$ cat src/rtl/olt_pkg.sv
// ----------------------------------------------------------------------------
// olt_pkg
// Shared types and codes for the ordered list table.
// ----------------------------------------------------------------------------
package olt_pkg;

    typedef enum logic [2:0] {
        OP_INS_FRONT = 3'd0,
        OP_INS_POS   = 3'd1,
        OP_INS_BACK  = 3'd2,
        OP_SEARCH    = 3'd3,
        OP_DELETE    = 3'd4,
        OP_LIST      = 3'd5
    } olt_op_t;

    typedef enum logic [2:0] {
        S_IDLE,
        S_DISPATCH,
        S_SCAN,
        S_SHIFT_UP,
        S_SHIFT_DN,
        S_LIST
    } olt_state_t;

    localparam logic [1:0] STAT_OK        = 2'd0;
    localparam logic [1:0] STAT_NOT_FOUND = 2'd1;
    localparam logic [1:0] STAT_EMPTY     = 2'd2;
    localparam logic [1:0] STAT_FULL      = 2'd3;

    localparam int VAL_W = 32;
    localparam int POS_W = 16;

endpackage

$ cat src/rtl/ordered_list_table_unit.sv
// ----------------------------------------------------------------------------
// ordered_list_table_unit
// Bounded ordered list of signed 32-bit values held in a single RAM.
// ----------------------------------------------------------------------------
// Input: an operation is transferred when start is high and busy is low.
// busy stays high until the operation's last result has been produced.
// Results: each result is shown for one cycle with result_valid high; the
// receiver takes every result and cannot stall the block.
// Operation flow (one RAM read and one RAM write per cycle):
//   unknown operation, full insert, empty delete/list: result set in the
//     dispatch state, then registered.
//   insert at index k: entries from k up move up one a cycle, then the value is written at k.
//   search: a scan from the front to the first match or the end; delete: the same scan,
//     then the tail moves down one a cycle.
//   list out: elements in order from index 0, one per cycle.
// A new operation can be transferred in the cycle its predecessor's last
// result is shown. The RAM walk sets the rate: one entry per cycle.
// Reset empties the list and drops any operation in progress; RAM contents
// are left as they are and no value read from them is used before being written.
// ----------------------------------------------------------------------------
module ordered_list_table_unit
    import olt_pkg::*;
#(
    parameter int CAPACITY = 16,
    localparam int CNT_W = $clog2(CAPACITY + 1),
    localparam int AW = $clog2(CAPACITY)
) (
    input  logic                    clk,
    input  logic                    rst_n,
    input  logic                    start,
    output logic                    busy,
    input  logic [2:0]              operation,
    input  logic signed [VAL_W-1:0] item_value,
    input  logic signed [POS_W-1:0] position,
    output logic                    result_valid,
    output logic [1:0]              status,
    output logic                    found,
    output logic signed [VAL_W-1:0] element,
    output logic                    last,
    output logic [CNT_W-1:0]        length
);

    olt_state_t         state_reg, state_next;
    logic [CNT_W-1:0]   count_reg, count_next;
    logic [CNT_W-1:0]   ptr_reg, ptr_next;
    logic [CNT_W-1:0]   idx_reg, idx_next;
    logic               pend_reg, pend_next;
    logic [CNT_W-1:0]   pend_addr_reg, pend_addr_next;

    olt_op_t            op_reg;
    logic [2:0]         op_raw_reg;
    logic [VAL_W-1:0]   val_reg;
    logic [POS_W-1:0]   pos_reg;

    logic               res_valid_reg, res_valid_next;
    logic [1:0]         res_status_reg, res_status_next;
    logic               res_found_reg, res_found_next;
    logic [VAL_W-1:0]   res_element_reg, res_element_next;
    logic               res_last_reg, res_last_next;
    logic [CNT_W-1:0]   res_length_reg, res_length_next;

    logic               ram_wr_en;
    logic [AW-1:0]      ram_wr_addr;
    logic [VAL_W-1:0]   ram_wr_data;
    logic [AW-1:0]      ram_rd_addr;
    logic [VAL_W-1:0]   ram_rd_data;

    logic               accept;
    logic               full;
    logic               hit;
    logic               op_known;
    logic [CNT_W-1:0]   ptr_dec;
    logic [CNT_W-1:0]   ptr_inc;
    logic [CNT_W-1:0]   pa_dec;
    logic [CNT_W-1:0]   pa_inc;
    logic [CNT_W-1:0]   count_dec;
    logic [CNT_W-1:0]   count_inc;
    logic [CNT_W-1:0]   ins_idx;

    olt_ram #(
        .WIDTH (VAL_W),
        .DEPTH (CAPACITY)
    ) u_ram (
        .clk     (clk),
        .wr_en   (ram_wr_en),
        .wr_addr (ram_wr_addr),
        .wr_data (ram_wr_data),
        .rd_addr (ram_rd_addr),
        .rd_data (ram_rd_data)
    );

    assign busy      = (state_reg != S_IDLE);
    assign accept    = start && !busy;
    assign full      = (count_reg == CNT_W'(CAPACITY));
    assign hit       = pend_reg && (ram_rd_data == val_reg);
    assign op_known  = (op_raw_reg <= 3'(OP_LIST));
    assign ptr_dec   = ptr_reg - 1'b1;
    assign ptr_inc   = ptr_reg + 1'b1;
    assign pa_dec    = pend_addr_reg - 1'b1;
    assign pa_inc    = pend_addr_reg + 1'b1;
    assign count_dec = count_reg - 1'b1;
    assign count_inc = count_reg + 1'b1;

    always_comb
    begin
        ins_idx = '0;
        if (op_reg == OP_INS_BACK)
        begin
            ins_idx = count_reg;
        end
        else if (op_reg == OP_INS_POS && !pos_reg[POS_W-1])
        begin
            if (pos_reg[POS_W-2:0] >= (POS_W-1)'(count_reg))
            begin
                ins_idx = count_reg;
            end
            else
            begin
                ins_idx = pos_reg[CNT_W-1:0];
            end
        end
    end

    // payload capture
    always_ff @(posedge clk)
    begin
        if (accept)
        begin
            op_raw_reg <= operation;
            op_reg     <= olt_op_t'(operation);
            val_reg    <= item_value;
            pos_reg    <= position;
        end
    end

    always_ff @(posedge clk or negedge rst_n)
    begin
        if (!rst_n)
        begin
            state_reg     <= S_IDLE;
            count_reg     <= '0;
            ptr_reg       <= '0;
            pend_reg      <= 1'b0;
            res_valid_reg <= 1'b0;
        end
        else
        begin
            state_reg     <= state_next;
            count_reg     <= count_next;
            ptr_reg       <= ptr_next;
            pend_reg      <= pend_next;
            res_valid_reg <= res_valid_next;
        end
    end

    always_ff @(posedge clk)
    begin
        idx_reg         <= idx_next;
        pend_addr_reg   <= pend_addr_next;
        res_status_reg  <= res_status_next;
        res_found_reg   <= res_found_next;
        res_element_reg <= res_element_next;
        res_last_reg    <= res_last_next;
        res_length_reg  <= res_length_next;
    end

    always_comb
    begin
        state_next       = state_reg;
        count_next       = count_reg;
        ptr_next         = ptr_reg;
        idx_next         = idx_reg;
        pend_next        = pend_reg;
        pend_addr_next   = pend_addr_reg;
        res_valid_next   = 1'b0;
        res_status_next  = STAT_OK;
        res_found_next   = 1'b0;
        res_element_next = '0;
        res_last_next    = 1'b1;
        res_length_next  = count_reg;
        ram_rd_addr      = ptr_reg[AW-1:0];
        ram_wr_en        = 1'b0;
        ram_wr_addr      = '0;
        ram_wr_data      = val_reg;

        unique case (state_reg)
            S_IDLE:
            begin
                if (start)
                begin
                    state_next = S_DISPATCH;
                end
            end

            S_DISPATCH:
            begin
                ptr_next  = '0;
                pend_next = 1'b0;
                if (!op_known)
                begin
                    res_valid_next = 1'b1;
                    state_next     = S_IDLE;
                end
                else
                begin
                    unique case (op_reg) inside
                        OP_INS_FRONT, OP_INS_POS, OP_INS_BACK:
                        begin
                            if (full)
                            begin
                                res_valid_next  = 1'b1;
                                res_status_next = STAT_FULL;
                                state_next      = S_IDLE;
                            end
                            else
                            begin
                                idx_next   = ins_idx;
                                ptr_next   = count_reg;
                                state_next = S_SHIFT_UP;
                            end
                        end
                        OP_SEARCH:
                        begin
                            state_next = S_SCAN;
                        end
                        OP_DELETE, OP_LIST:
                        begin
                            if (count_reg == '0)
                            begin
                                res_valid_next  = 1'b1;
                                res_status_next = STAT_EMPTY;
                                state_next      = S_IDLE;
                            end
                            else
                            begin
                                state_next = (op_reg == OP_LIST) ? S_LIST : S_SCAN;
                            end
                        end
                        default:
                        begin
                            res_valid_next = 1'b1;
                            state_next     = S_IDLE;
                        end
                    endcase
                end
            end

            S_SCAN:
            begin
                if (hit)
                begin
                    pend_next = 1'b0;
                    if (op_reg == OP_SEARCH)
                    begin
                        res_valid_next = 1'b1;
                        res_found_next = 1'b1;
                        state_next     = S_IDLE;
                    end
                    else
                    begin
                        ptr_next   = pa_inc;
                        state_next = S_SHIFT_DN;
                    end
                end
                else if (ptr_reg < count_reg)
                begin
                    pend_next      = 1'b1;
                    pend_addr_next = ptr_reg;
                    ptr_next       = ptr_inc;
                end
                else
                begin
                    pend_next = 1'b0;
                    if (!pend_reg)
                    begin
                        res_valid_next  = 1'b1;
                        res_status_next = (op_reg == OP_SEARCH) ? STAT_OK : STAT_NOT_FOUND;
                        state_next      = S_IDLE;
                    end
                end
            end

            S_SHIFT_DN:
            begin
                if (pend_reg)
                begin
                    ram_wr_en   = 1'b1;
                    ram_wr_addr = pa_dec[AW-1:0];
                    ram_wr_data = ram_rd_data;
                end
                if (ptr_reg < count_reg)
                begin
                    pend_next      = 1'b1;
                    pend_addr_next = ptr_reg;
                    ptr_next       = ptr_inc;
                end
                else
                begin
                    pend_next = 1'b0;
                    if (!pend_reg)
                    begin
                        count_next      = count_dec;
                        res_valid_next  = 1'b1;
                        res_length_next = count_dec;
                        state_next      = S_IDLE;
                    end
                end
            end

            S_SHIFT_UP:
            begin
                ram_rd_addr = ptr_dec[AW-1:0];
                if (pend_reg)
                begin
                    ram_wr_en   = 1'b1;
                    ram_wr_addr = pa_inc[AW-1:0];
                    ram_wr_data = ram_rd_data;
                end
                if (ptr_reg > idx_reg)
                begin
                    pend_next      = 1'b1;
                    pend_addr_next = ptr_dec;
                    ptr_next       = ptr_dec;
                end
                else
                begin
                    pend_next = 1'b0;
                    if (!pend_reg)
                    begin
                        ram_wr_en       = 1'b1;
                        ram_wr_addr     = idx_reg[AW-1:0];
                        ram_wr_data     = val_reg;
                        count_next      = count_inc;
                        res_valid_next  = 1'b1;
                        res_length_next = count_inc;
                        state_next      = S_IDLE;
                    end
                end
            end

            S_LIST:
            begin
                if (pend_reg)
                begin
                    res_valid_next   = 1'b1;
                    res_element_next = ram_rd_data;
                    res_last_next    = (pend_addr_reg == count_dec);
                end
                if (ptr_reg < count_reg)
                begin
                    pend_next      = 1'b1;
                    pend_addr_next = ptr_reg;
                    ptr_next       = ptr_inc;
                end
                else
                begin
                    pend_next = 1'b0;
                    if (pend_reg)
                    begin
                        state_next = S_IDLE;
                    end
                end
            end

            default:
            begin
                state_next = S_IDLE;
            end
        endcase
    end

    assign result_valid = res_valid_reg;
    assign status       = res_status_reg;
    assign found        = res_found_reg;
    assign element      = res_element_reg;
    assign last         = res_last_reg;
    assign length       = res_length_reg;

endmodule

$ cat src/rtl/olt_ram.sv
// ----------------------------------------------------------------------------
// olt_ram
// Generic single-write, single-read RAM with registered read data.
// ----------------------------------------------------------------------------
module olt_ram #(
    parameter int WIDTH = 32,
    parameter int DEPTH = 16,
    localparam int AW = (DEPTH > 1) ? $clog2(DEPTH) : 1
) (
    input  logic             clk,
    input  logic             wr_en,
    input  logic [AW-1:0]    wr_addr,
    input  logic [WIDTH-1:0] wr_data,
    input  logic [AW-1:0]    rd_addr,
    output logic [WIDTH-1:0] rd_data
);

    logic [WIDTH-1:0] mem [DEPTH];

    always_ff @(posedge clk)
    begin
        if (wr_en)
        begin
            mem[wr_addr] <= wr_data;
        end
        rd_data <= mem[rd_addr];
    end

endmodule

$ cat config.mk
export PLATFORM = sky130hd
export DESIGN_NAME = ordered_list_table_unit
export DESIGN_NICKNAME = d
export VERILOG_FILES = /design/src/rtl/olt_pkg.sv /design/src/rtl/ordered_list_table_unit.sv /design/src/rtl/olt_ram.sv
export SDC_FILE = /design/constraint.sdc
export NUM_CORES = 1
export LEC_CHECK = 0
export BUFFER_PORTS_ARGS = -buffer_cell sky130_fd_sc_hd__buf_2
export CAP_MARGIN = 10
export CORE_AREA = 10 10 210 232
export DETAILED_ROUTE_END_ITERATION = 8
export DIE_AREA = 0 0 220 242
export PLACE_DENSITY = 0.78
export SKIP_CTS_REPAIR_TIMING = 1
export SKIP_LAST_GASP = 1
export SLEW_MARGIN = 20
export SYNTH_ARGS = -nofsm -noshare
export SYNTH_HDL_FRONTEND = slang
export SYNTH_SLANG_ARGS = --single-unit
$ cat constraint.sdc
create_clock -name clk -period 8.2 [get_ports clk]
set_input_delay 1.23 -clock clk [delete_from_list [all_inputs] [get_ports clk]]
set_output_delay 1.23 -clock clk [all_outputs]
set_load 0.02 [all_outputs]
==> results.py, run 1 <==
metrics = {
    "sta": {
        "fin_crit_sh_pct": 52.80,
        "skew_ns": 0.02774,
        "clock.fmax_ghz": 0.2310,
        "tightest_slew_ns": 1.107,
        "final_max_slew_viol_count": 0,
        "rsz0062_at_grt": "false",
        "setup_viol": 0,
        "hold_viol": 0,
        "period_needed_ns": 4.330,
        "finalSetupTns_ns": 0,
        "max-slew-margin-rel_pct": 25.72,
    },
    "place": {
        "dp_hpwl_mm": 34.23,
        "port_buffers": 96,
        "gp_congestion": 0.9420,
    },
    "power_and_ir_drop": {
        "p_per_area_nw_per_um2": 358.8,
        "p_leak_nw": 10.02,
        "power_w": 0.01055,
        "peakVddDrop_mv": 0.3231,
    },
    "clock_network": {
        "cts_tree": "yes",
        "cts-root-buf": "clkbuf_16",
        "numClockSinks": 661,
        "ctsHtreeMaxLevel": 2,
        "clock_latency_ns": 0.64,
        "cts_buffers": 60,
        "clockBufferDepth": 3,
        "clkTransAtPathRegs_ns": 0.06,
    },
    "run_status": {
        "outcome": "completed",
    },
    "floorplanning": {
        "start_util_pct": 59.38,
        "die-area_sq_um": 53240,
        "die_width_microns": 220,
        "core_area_sq_um": 43980,
        "die_height_microns": 242,
        "rows": 81,
        "io_pins": 97,
    },
    "setup_path": {
        "slowest_delay_ns": 0.88,
        "crit_type": "reg -> reg",
        "start_kind": "flop",
        "crit_path_end_kind": "flop",
        "required_ns": 8.47,
        "cp_slowest_cell": "nor3_2",
        "crit_chain": "and2b_1 > nand2_1 > inv_2 > nand2_1 > a21oi_1 > o21a_1 > a2111oi_2 > nand2_1 > nor3_2 > buf_4",
        "path_common_cell": "nand2_1",
        "path_max_fanout": 23,
        "arrival_ns": 4.60,
    },
    "flow_run": {
        "max-cap-violations": 0,
    },
    "route": {
        "via_count": 13480,
        "detail-route-antenna-nets": 0,
        "routed_wl_mm": 59.30,
        "dr.first_iter.drc_count": 1511,
        "routedWlPerCell_microns": 27.86,
        "route.detailed.drc": 0,
        "vias_per_cell": 6.333,
        "dr.pass1.iters": 4,
    },
    "synth": {
        "synth_area_per_cell_sq_um": 19.06,
        "ys_types": 73,
        "yosys_warnings": 0,
        "synth_ff_type": "edfxtp_1",
        "synth_top_area_share_pct": 65.88,
        "synth_enable_flop_cells": 573,
        "syn_inst": 1370,
        "ys_ff_latch": 661,
        "syn_nets": 1446,
        "syn_area_sq_um": 26120,
        "ys_seq_area_share_pct": 72.91,
        "netlist_top_cells_area": "edfxtp_1 66%, mux4_2 11%, dfxtp_1 5.6%",
        "async_reset_ff_share_pct": 2.269,
        "synth_top_area_cell": "edfxtp_1",
    },
    "layout": {
        "drive_above_1_share_pct": 26.83,
        "layout.nets": 1572,
        "regMostFlops": "u_ram.mem",
        "area_delta_synth_final_pct": 12.58,
        "antennaDiodeCount": 0,
        "largest_reg_flops": 512,
    },
    "global_route": {
        "grt_use_total_pct": 22.29,
        "antenna_found_initial": 0,
        "grt_pass1_wl_mm": 88.73,
        "grt_pass1_vias": 13820,
        "grt_max_degree": 119,
        "grt_overflow": 0,
    },
    "min_path": {
        "hold_path.class": "reg -> reg",
    },
}
-- report_power, final --
part | internal, W | total [W] | leakage [nW] | switching, W
clock network | 0.00156 | 0.00278 | 0.954 | 0.00122
logic | 0.00132 | 0.00315 | 3.09 | 0.00183
registers | 0.00430 | 0.00462 | 5.98 | 0.000324
total | 0.00718 | 0.0106 | 10.0 | 0.00337
-- cell usage in the layout, fill, tap and decap left out, types with 25 or more instances in the layout --
cell	n
clkbuf_16	60
dfxtp_1	73
xor2_1	31
mux2_2	30
inv_1	25
buf_4	27
buf_2	96
mux2i_1	96
mux4_2	128
nand2_1	37
and2_1	39
edfxtp_1	573
nor2_1	26
-- cells in the mapped netlist (5+ instances only) --
master,n
edfxtp_1,573
mux4_2,128
mux2i_1,96
dfxtp_1,73
and2_1,40
nor2_1,40
nand2_1,37
xor2_1,31
mux2_2,30
buf_2,28
inv_1,25
ha_1,22
clkbuf_1,21
o21ai_0,21
nand3_1,18
xnor2_1,18
a21oi_1,17
nor3_1,16
dfrtp_1,15
nand2b_1,9
buf_1,8
a21boi_0,6
a31oi_1,5
and3_1,5
-- metrics by stage --
step | cell area [sq um] | setup WS (ns) | util [%] | hold WS [ns] | instances
6_report | 29400 | 3.870 | 66.85 | 0.4897 | 2128
5_1_grt | 29400 | 3.627 | 66.85 | 0.5049 | 2128
4_1_cts | 29400 | 3.887 | 66.85 | 0.4929 | 2128
3_5_place_dp | 27440 | 3.917 | 62.38 | 0.4932 | 2015
3_3_place_gp | 27440 | 4.058 | 62.38 | 0.4932 | 2015
2_1_floorplan | 26120 | 3.534 | - | 0.4298 | 1370
-- final timing paths --
| check | startpoint | end | slack, ns | depth (start not counted) |
|---|---|---|---|---|
| max reg2reg | state_reg[2]$_DFFE_PN0P_ | u_ram.mem[0][14]$_DFFE_PP_ | 3.87 | 10 |
| min reg2reg | u_ram.rd_data[24]$_DFF_P_ | element[24]$_SDFF_PN0_ | 0.49 | 1 |
| max | state_reg[2]$_DFFE_PN0P_ | u_ram.mem[0][14]$_DFFE_PP_ | 3.87 | 10 |
| min in group asynchronous | rst_n | count_reg[4]$_DFF_PN0_ | 0.53 | 1 |
| max in group asynchronous | rst_n | ptr_reg[1]$_DFFE_PN0P_ | 7.37 | 1 |
| min | u_ram.rd_data[24]$_DFF_P_ | element[24]$_SDFF_PN0_ | 0.49 | 1 |
-- area by class of cell --
class	count	area, sq um
clock buffer	79	1633
clock inverter	34	331.6
fill	2770	14580
inverter	28	107.6
multi-input combinational	621	6857
sequential	661	19040
tap	581	726.9
timing repair buffer	124	703.2
-- worst max-delay path: cells and delay by family (launching register included) --
kind | cells | cell delay [ns]
compound gates | 3 | 0.68
buf+inv | 2 | 0.75
flops | 1 | 0.59
simple gates | 5 | 1.94
-- per-layer routing --
layer / wire, microns / vias up / GRT usage (%)
met5: 0 / - / 0
met4: 1551 / 0 / 6.733
met3: 4470 / 106 / 3.971
met2: 30120 / 616 / 36.86
met1: 23150 / 7030 / 29.73
li1: - / 5725 / -
-- logic make-up (layout without fill, tap and decap cells) --
group           Yosys count  count (layout)  share of synthesized area (%)
flops                   661             661                          72.91
mux                     254             254                          16.01
simple gates            196             196                          4.206
compound gates          100             100                          2.731
buf+inv                  88             265                          1.442
xor+xnor                 49              49                          1.643
fa+ha+maj                22              22                          1.054
Power figures use the tool's default switching activity.
==> run 2: changes to the inputs <==
==> constraint.sdc (replaced) <==
create_clock -name clk -period 4.3 [get_ports clk]
set_input_delay 0.645 -clock clk [delete_from_list [all_inputs] [get_ports clk]]
set_output_delay 0.645 -clock clk [all_outputs]
set_load 0.02 [all_outputs]
==> run 2 against run 1 <==
The flow now finishes with violations (negative hold slack). Total power is 98% higher. Clock power increased by 110%. Final area grew 1.5%. Global-route usage increased by 0.58 points. Setup slack worse by 3.3 ns. Combinational power is 100% higher. Count of clock-buffer cells in the layout rose by 15. Sequential cell count did not move. Sequential power rose by 90%.
==> results.py, run 2 (synthesis results as in run 1) <==
metrics = {
    "floorplanning": {
        "die_width_microns": 220,
        "io_pins": 97,
        "core_area_sq_um": 43980,
        "die-area_sq_um": 53240,
        "start_util_pct": 59.38,
        "die_height_microns": 242,
        "rows": 81,
    },
    "sta": {
        "clock.fmax_ghz": 0.2671,
        "final_max_slew_viol_count": 0,
        "max-slew-margin-rel_pct": 42.60,
        "period_needed_ns": 3.743,
        "hold_viol": 6,
        "setup_viol": 0,
        "rsz0062_at_grt": "false",
        "skew_ns": 0.01959,
        "finalSetupTns_ns": 0,
        "fin_crit_sh_pct": 87.05,
        "hold_ws_ns": -0.005345,
        "tightest_slew_ns": 0.8610,
    },
    "setup_path": {
        "worstReg2RegEnd": "u_ram.mem[7][17]$_DFFE_PP_",
        "path_max_fanout": 17,
        "cp_num_buf_inv": 2,
        "slowest_delay_ns": 0.59,
        "cp_top_family": "simple AND/OR/NAND/NOR gates",
        "crit_chain": "and2b_1 > nand2_1 > inv_2 > nand2_1 > a21oi_1 > o21a_1 > a2111oi_2 > nand2_1 > nor2_4 > buf_4",
        "required_ns": 4.58,
        "start_kind": "flop",
        "reg2regPathDepth": 10,
        "reg2reg_from": "state_reg[2]$_DFFE_PN0P_",
        "crit_type": "reg -> reg",
        "cp_slowest_cell": "dfrtp_1",
        "crit_path_end_kind": "flop",
        "rrSetupSlack_ns": 0.56,
        "path_common_cell": "nand2_1",
        "arrival_ns": 4.03,
    },
    "flow_run": {
        "max-cap-violations": 0,
    },
    "clock_network": {
        "cts_tree": "yes",
        "clockBufferDepth": 3,
        "cts_buffers": 66,
        "clock_latency_ns": 0.59,
        "numClockSinks": 661,
        "cts-root-buf": "clkbuf_16",
        "ctsHtreeMaxLevel": 3,
        "clkTransAtPathRegs_ns": 0.06,
    },
    "run_status": {
        "violations": "negative hold slack",
        "outcome": "finished, violations left",
    },
    "route": {
        "dr.pass1.iters": 5,
        "route.detailed.drc": 0,
        "via_count": 13480,
        "vias_per_cell": 6.288,
        "detail-route-antenna-nets": 0,
        "dr.first_iter.drc_count": 1383,
        "routedWlPerCell_microns": 28.10,
        "routed_wl_mm": 60.23,
    },
    "layout": {
        "final_common_cell": "edfxtp_1",
        "largest_reg_flops": 512,
        "layout_common_cells": "573 x edfxtp_1, 128 x mux4_2, 96 x mux2i_1, 96 x buf_2, 73 x dfxtp_1",
        "antennaDiodeCount": 0,
        "regMostFlops": "u_ram.mem",
        "final_util_pct": 67.87,
        "nFillCells": 2780,
        "drive_above_1_share_pct": 27.85,
        "area_delta_synth_final_pct": 14.30,
        "layout.nets": 1588,
    },
    "place": {
        "gp_congestion": 0.9195,
        "dp_hpwl_mm": 37.17,
        "port_buffers": 96,
    },
    "global_route": {
        "grt_use_total_pct": 22.88,
        "antenna_found_initial": 0,
        "grt_overflow": 0,
        "grt_pass1_vias": 13900,
        "grt_pass1_wl_mm": 90.29,
        "grt_max_degree": 59,
    },
    "power_and_ir_drop": {
        "peakVddDrop_mv": 0.4774,
        "pwr-share-comb_pct": 30.6,
        "p_switching_w": 0.006689,
        "p_per_area_nw_per_um2": 699.8,
        "clkPwrFrac_pct": 27.3,
        "seq_power_share_pct": 42.1,
        "netSwitchingFraction_pct": 32.02,
        "p_leak_nw": 10.22,
        "intPower_w": 0.01420,
    },
    "min_path": {
        "hold_path.class": "in -> async",
    },
}
run 2: worst register-to-register path, stage by stage, from the launching register on:
cell and delay [ns]:
dfrtp_1 0.59, and2b_1 0.26, nand2_1 0.34, inv_2 0.21, nand2_1 0.17, a21oi_1 0.05
o21a_1 0.24, a2111oi_2 0.40, nand2_1 0.32, nor2_4 0.56, buf_4 0.31
run 2: worst max-delay path by stage:
stage | start | endpoint | slack [ns] | cells past startpoint
floorplan | ptr_reg[0]$_DFFE_PN0P_ | u_ram.mem[4][0]$_DFFE_PP_ | 0.56 | 9
global placement | state_reg[2]$_DFFE_PN0P_ | u_ram.mem[7][22]$_DFFE_PP_ | 0.65 | 10
detailed placement | state_reg[2]$_DFFE_PN0P_ | u_ram.mem[7][28]$_DFFE_PP_ | 0.57 | 10
CTS | state_reg[2]$_DFFE_PN0P_ | u_ram.mem[7][17]$_DFFE_PP_ | 0.55 | 10
global route | state_reg[2]$_DFFE_PN0P_ | u_ram.mem[7][17]$_DFFE_PP_ | 0.30 | 10
finish | state_reg[2]$_DFFE_PN0P_ | u_ram.mem[7][17]$_DFFE_PP_ | 0.56 | 10
run 2: layout make-up:
type	count	area (sq um)	area share [%]
Sequential cell	661	19040	63.79
Multi-Input combinational cell	621	6877	23.03
Tap cell	581	726.9	2.435
Timing Repair Buffer	134	940.9	3.152
Clock buffer	94	1889	6.329
Inverter	28	107.6	0.3604
Clock inverter	24	269.0	0.9011
run 2: routing by layer:
| layer | up-vias | global-route usage (%) | routed length, microns |
|---|---|---|---|
| met4 | 0 | 7.055 | 1360 |
| met5 | - | 0 | 0 |
| li1 | 5747 | - | - |
| met3 | 88 | 3.684 | 4729 |
| met2 | 630 | 37.05 | 30020 |
| met1 | 7011 | 31.43 | 24120 |
run 2: through the flow:
step | setup WS (ns) | instances | instance area, sq um | total power (W)
after floorplan | 0.5562 | 1370 | 26130 | 0.01309
after global placement | 0.6471 | 2025 | 27690 | 0.01514
after detailed placement | 0.5677 | 2025 | 27690 | 0.01527
after CTS | 0.5483 | 2143 | 29850 | 0.02101
after global routing | 0.2987 | 2143 | 29850 | 0.02173
final | 0.5567 | 2143 | 29850 | 0.02089
run 2: power by group through the flow:
stage / Clock (W) / Combinational [W] / Sequential, W
2_1_floorplan: 0 / 0.00445 / 0.00863
3_3_place_gp: 0 / 0.00628 / 0.00886
3_5_place_dp: 0 / 0.00638 / 0.00889
4_1_cts: 0.00578 / 0.00645 / 0.00878
5_1_grt: 0.00602 / 0.00687 / 0.00885
6_report: 0.00570 / 0.00640 / 0.00879
==> run 3: changes to the inputs <==
--- a/config.mk
+++ b/config.mk
@@ -10,6 +10,7 @@
 export CORE_AREA = 10 10 210 232
 export DETAILED_ROUTE_END_ITERATION = 8
 export DIE_AREA = 0 0 220 242
+export GPL_TIMING_DRIVEN = 0
 export PLACE_DENSITY = 0.78
 export SKIP_CTS_REPAIR_TIMING = 1
 export SKIP_LAST_GASP = 1
==> run 3 against run 2 <==
The run now ends clean. Routed wire length grew 7.1%. Sequential power shrank 2%. First-iteration DRC count grew 24%. Critical endpoint is now u_ram.mem[7][8]$_DFFE_PP_. Largest cell class unchanged. Highest routed layer unchanged.
==> results.py, run 3 (synthesis results as in run 1) <==
metrics = {
    "run_status": {
        "outcome": "completed",
    },
    "place": {
        "dp_cells": 2076,
        "gp_congestion": 0.9250,
        "port_buffers": 96,
        "dp_hpwl_mm": 41.31,
    },
    "sta": {
        "hold_ws_ns": 0.1893,
        "final_max_slew_viol_count": 0,
        "clock.fmax_ghz": 0.2586,
        "hold_viol": 0,
        "tightest_slew_ns": 1.062,
        "max-slew-margin-rel_pct": 29.22,
        "fin_crit_sh_pct": 89.94,
        "setup_viol": 0,
        "skew_ns": 0.03063,
        "period_needed_ns": 3.867,
        "rsz0062_at_grt": "false",
    },
    "flow_run": {
        "max-cap-violations": 0,
    },
    "floorplanning": {
        "die_height_microns": 242,
        "rows": 81,
        "die-area_sq_um": 53240,
        "io_pins": 97,
        "core_area_sq_um": 43980,
        "die_width_microns": 220,
        "start_util_pct": 59.38,
    },
    "route": {
        "routed_wl_mm": 64.52,
        "detail-route-antenna-nets": 0,
        "dr.pass1.iters": 5,
        "vias_per_cell": 6.415,
        "routedWlPerCell_microns": 29.46,
        "via_count": 14050,
        "dr.first_iter.drc_count": 1720,
        "route.detailed.drc": 0,
    },
    "global_route": {
        "grt_pass1_wl_mm": 95.15,
        "grt_max_degree": 41,
        "antenna_found_initial": 0,
        "grt_pass1_vias": 14390,
        "grt_use_total_pct": 24.47,
        "grt_overflow": 0,
    },
    "layout": {
        "fin_cells": 2190,
        "area_delta_synth_final_pct": 15.58,
        "largest_reg_flops": 512,
        "nFillCells": 2744,
        "final_common_cell": "edfxtp_1",
        "drive_above_1_share_pct": 28.59,
        "antennaDiodeCount": 0,
        "layout_common_cells": "573 x edfxtp_1, 128 x mux4_2, 125 x buf_2, 96 x mux2i_1, 73 x dfxtp_1",
        "layout.nets": 1635,
        "regMostFlops": "u_ram.mem",
    },
    "clock_network": {
        "ctsHtreeMaxLevel": 2,
        "cts-root-buf": "clkbuf_16",
        "clockBufferDepth": 3,
        "clkTransAtPathRegs_ns": 0.07,
        "cts_buffers": 61,
        "clock_latency_ns": 0.63,
        "cts_tree": "yes",
        "numClockSinks": 661,
    },
    "setup_path": {
        "worstReg2RegEnd": "u_ram.mem[7][8]$_DFFE_PP_",
        "arrival_ns": 4.19,
        "crit_type": "reg -> reg",
        "start_kind": "flop",
        "path_max_fanout": 13,
        "rrSetupSlack_ns": 0.43,
        "reg2regPathDepth": 11,
        "critPathLaunch": "ptr_reg[0]$_DFFE_PN0P_",
        "required_ns": 4.62,
        "reg2reg_from": "ptr_reg[0]$_DFFE_PN0P_",
        "crit_path_end_kind": "flop",
        "worstSetupEndpoint": "u_ram.mem[7][8]$_DFFE_PP_",
    },
    "power_and_ir_drop": {
        "p_per_area_nw_per_um2": 687.3,
        "peakVddDrop_mv": 0.4062,
        "p_leak_nw": 10.39,
    },
    "min_path": {
        "hold_path.class": "in -> reg",
    },
}
run 3: cell count changes in the layout (fill, tap and decap cells not counted), moves of 4 or more:
cell,before,now
buf_2,96,125
clkbuf_16,68,64
o21ai_1,2,7
clkinv_2,10,16
buf_1,0,5
clkbuf_2,0,5
buf_12,14,8
clkbuf_1,17,26
buf_4,24,3
buf_8,0,6
buf_16,0,15
run 3: power by group:
| group | switching, W | internal (W) | total, W |
|---|---|---|---|
| Clock | 0.00233 | 0.00315 | 0.00548 |
| Combinational | 0.00396 | 0.00266 | 0.00662 |
| Sequential | 0.000460 | 0.00819 | 0.00865 |
run 3: stage by stage:
step	util (%)	TNS [ns]	total power [W]	cell area [sq um]	setup WS, ns
6_report	68.63	0	0.02075	30190	0.4326
5_1_grt	68.63	0	0.02153	30190	0.2536
4_1_cts	68.60	0	0.02079	30170	0.4366
3_5_place_dp	63.95	0	0.01528	28130	0.5368
3_3_place_gp	62.15	-759.05	0.01493	27340	-1.672
2_1_floorplan	-	0	0.01309	26130	0.5562
run 3: cell type report:
class | instances | area [sq um] | area share (%)
Clock buffer | 80 | 1742 | 5.769
Clock inverter | 33 | 302.8 | 1.003
Multi-Input combinational cell | 621 | 6835 | 22.64
Inverter | 28 | 105.1 | 0.3482
Buffer | 60 | 279.0 | 0.9243
Sequential cell | 661 | 19040 | 63.08
Tap cell | 581 | 726.9 | 2.408
Timing Repair Buffer | 126 | 1154 | 3.821
run 3: how the worst min path moves through the flow:
stage | from | endpoint | cells after the start
finish | item_value[24] | val_reg[24]$_DFFE_PP_ | 1
global route | item_value[24] | val_reg[24]$_DFFE_PP_ | 1
CTS | rst_n | count_reg[3]$_DFF_PN0_ | 1
detailed placement | u_ram.rd_data[24]$_DFF_P_ | element[24]$_SDFF_PN0_ | 1
global placement | u_ram.rd_data[20]$_DFF_P_ | element[20]$_SDFF_PN0_ | 1
floorplan | rst_n | count_reg[0]$_DFF_PN0_ | 0
run 3: worst max-delay path: stages (launching register included):
cell and delay, ns:
dfrtp_1 0.47, inv_1 0.16, ha_1 0.31, and4_1 0.17, a21oi_1 0.15, o31a_1 0.32, nor3_2 0.18, a2111oi_2 0.45
nand2_1 0.32, nor2_4 0.57, buf_16 0.25, buf_16 0.17
run 3: layer usage:
metal  vias up  global-route usage [%]  part of all wire [%]
met1      7222                   32.09                    38
met3       158                   4.808                   8.8
met5         -                       0                     0
li1       5856                       -                     -
met4         0                   9.232                   3.8
met2       812                   39.90                    50
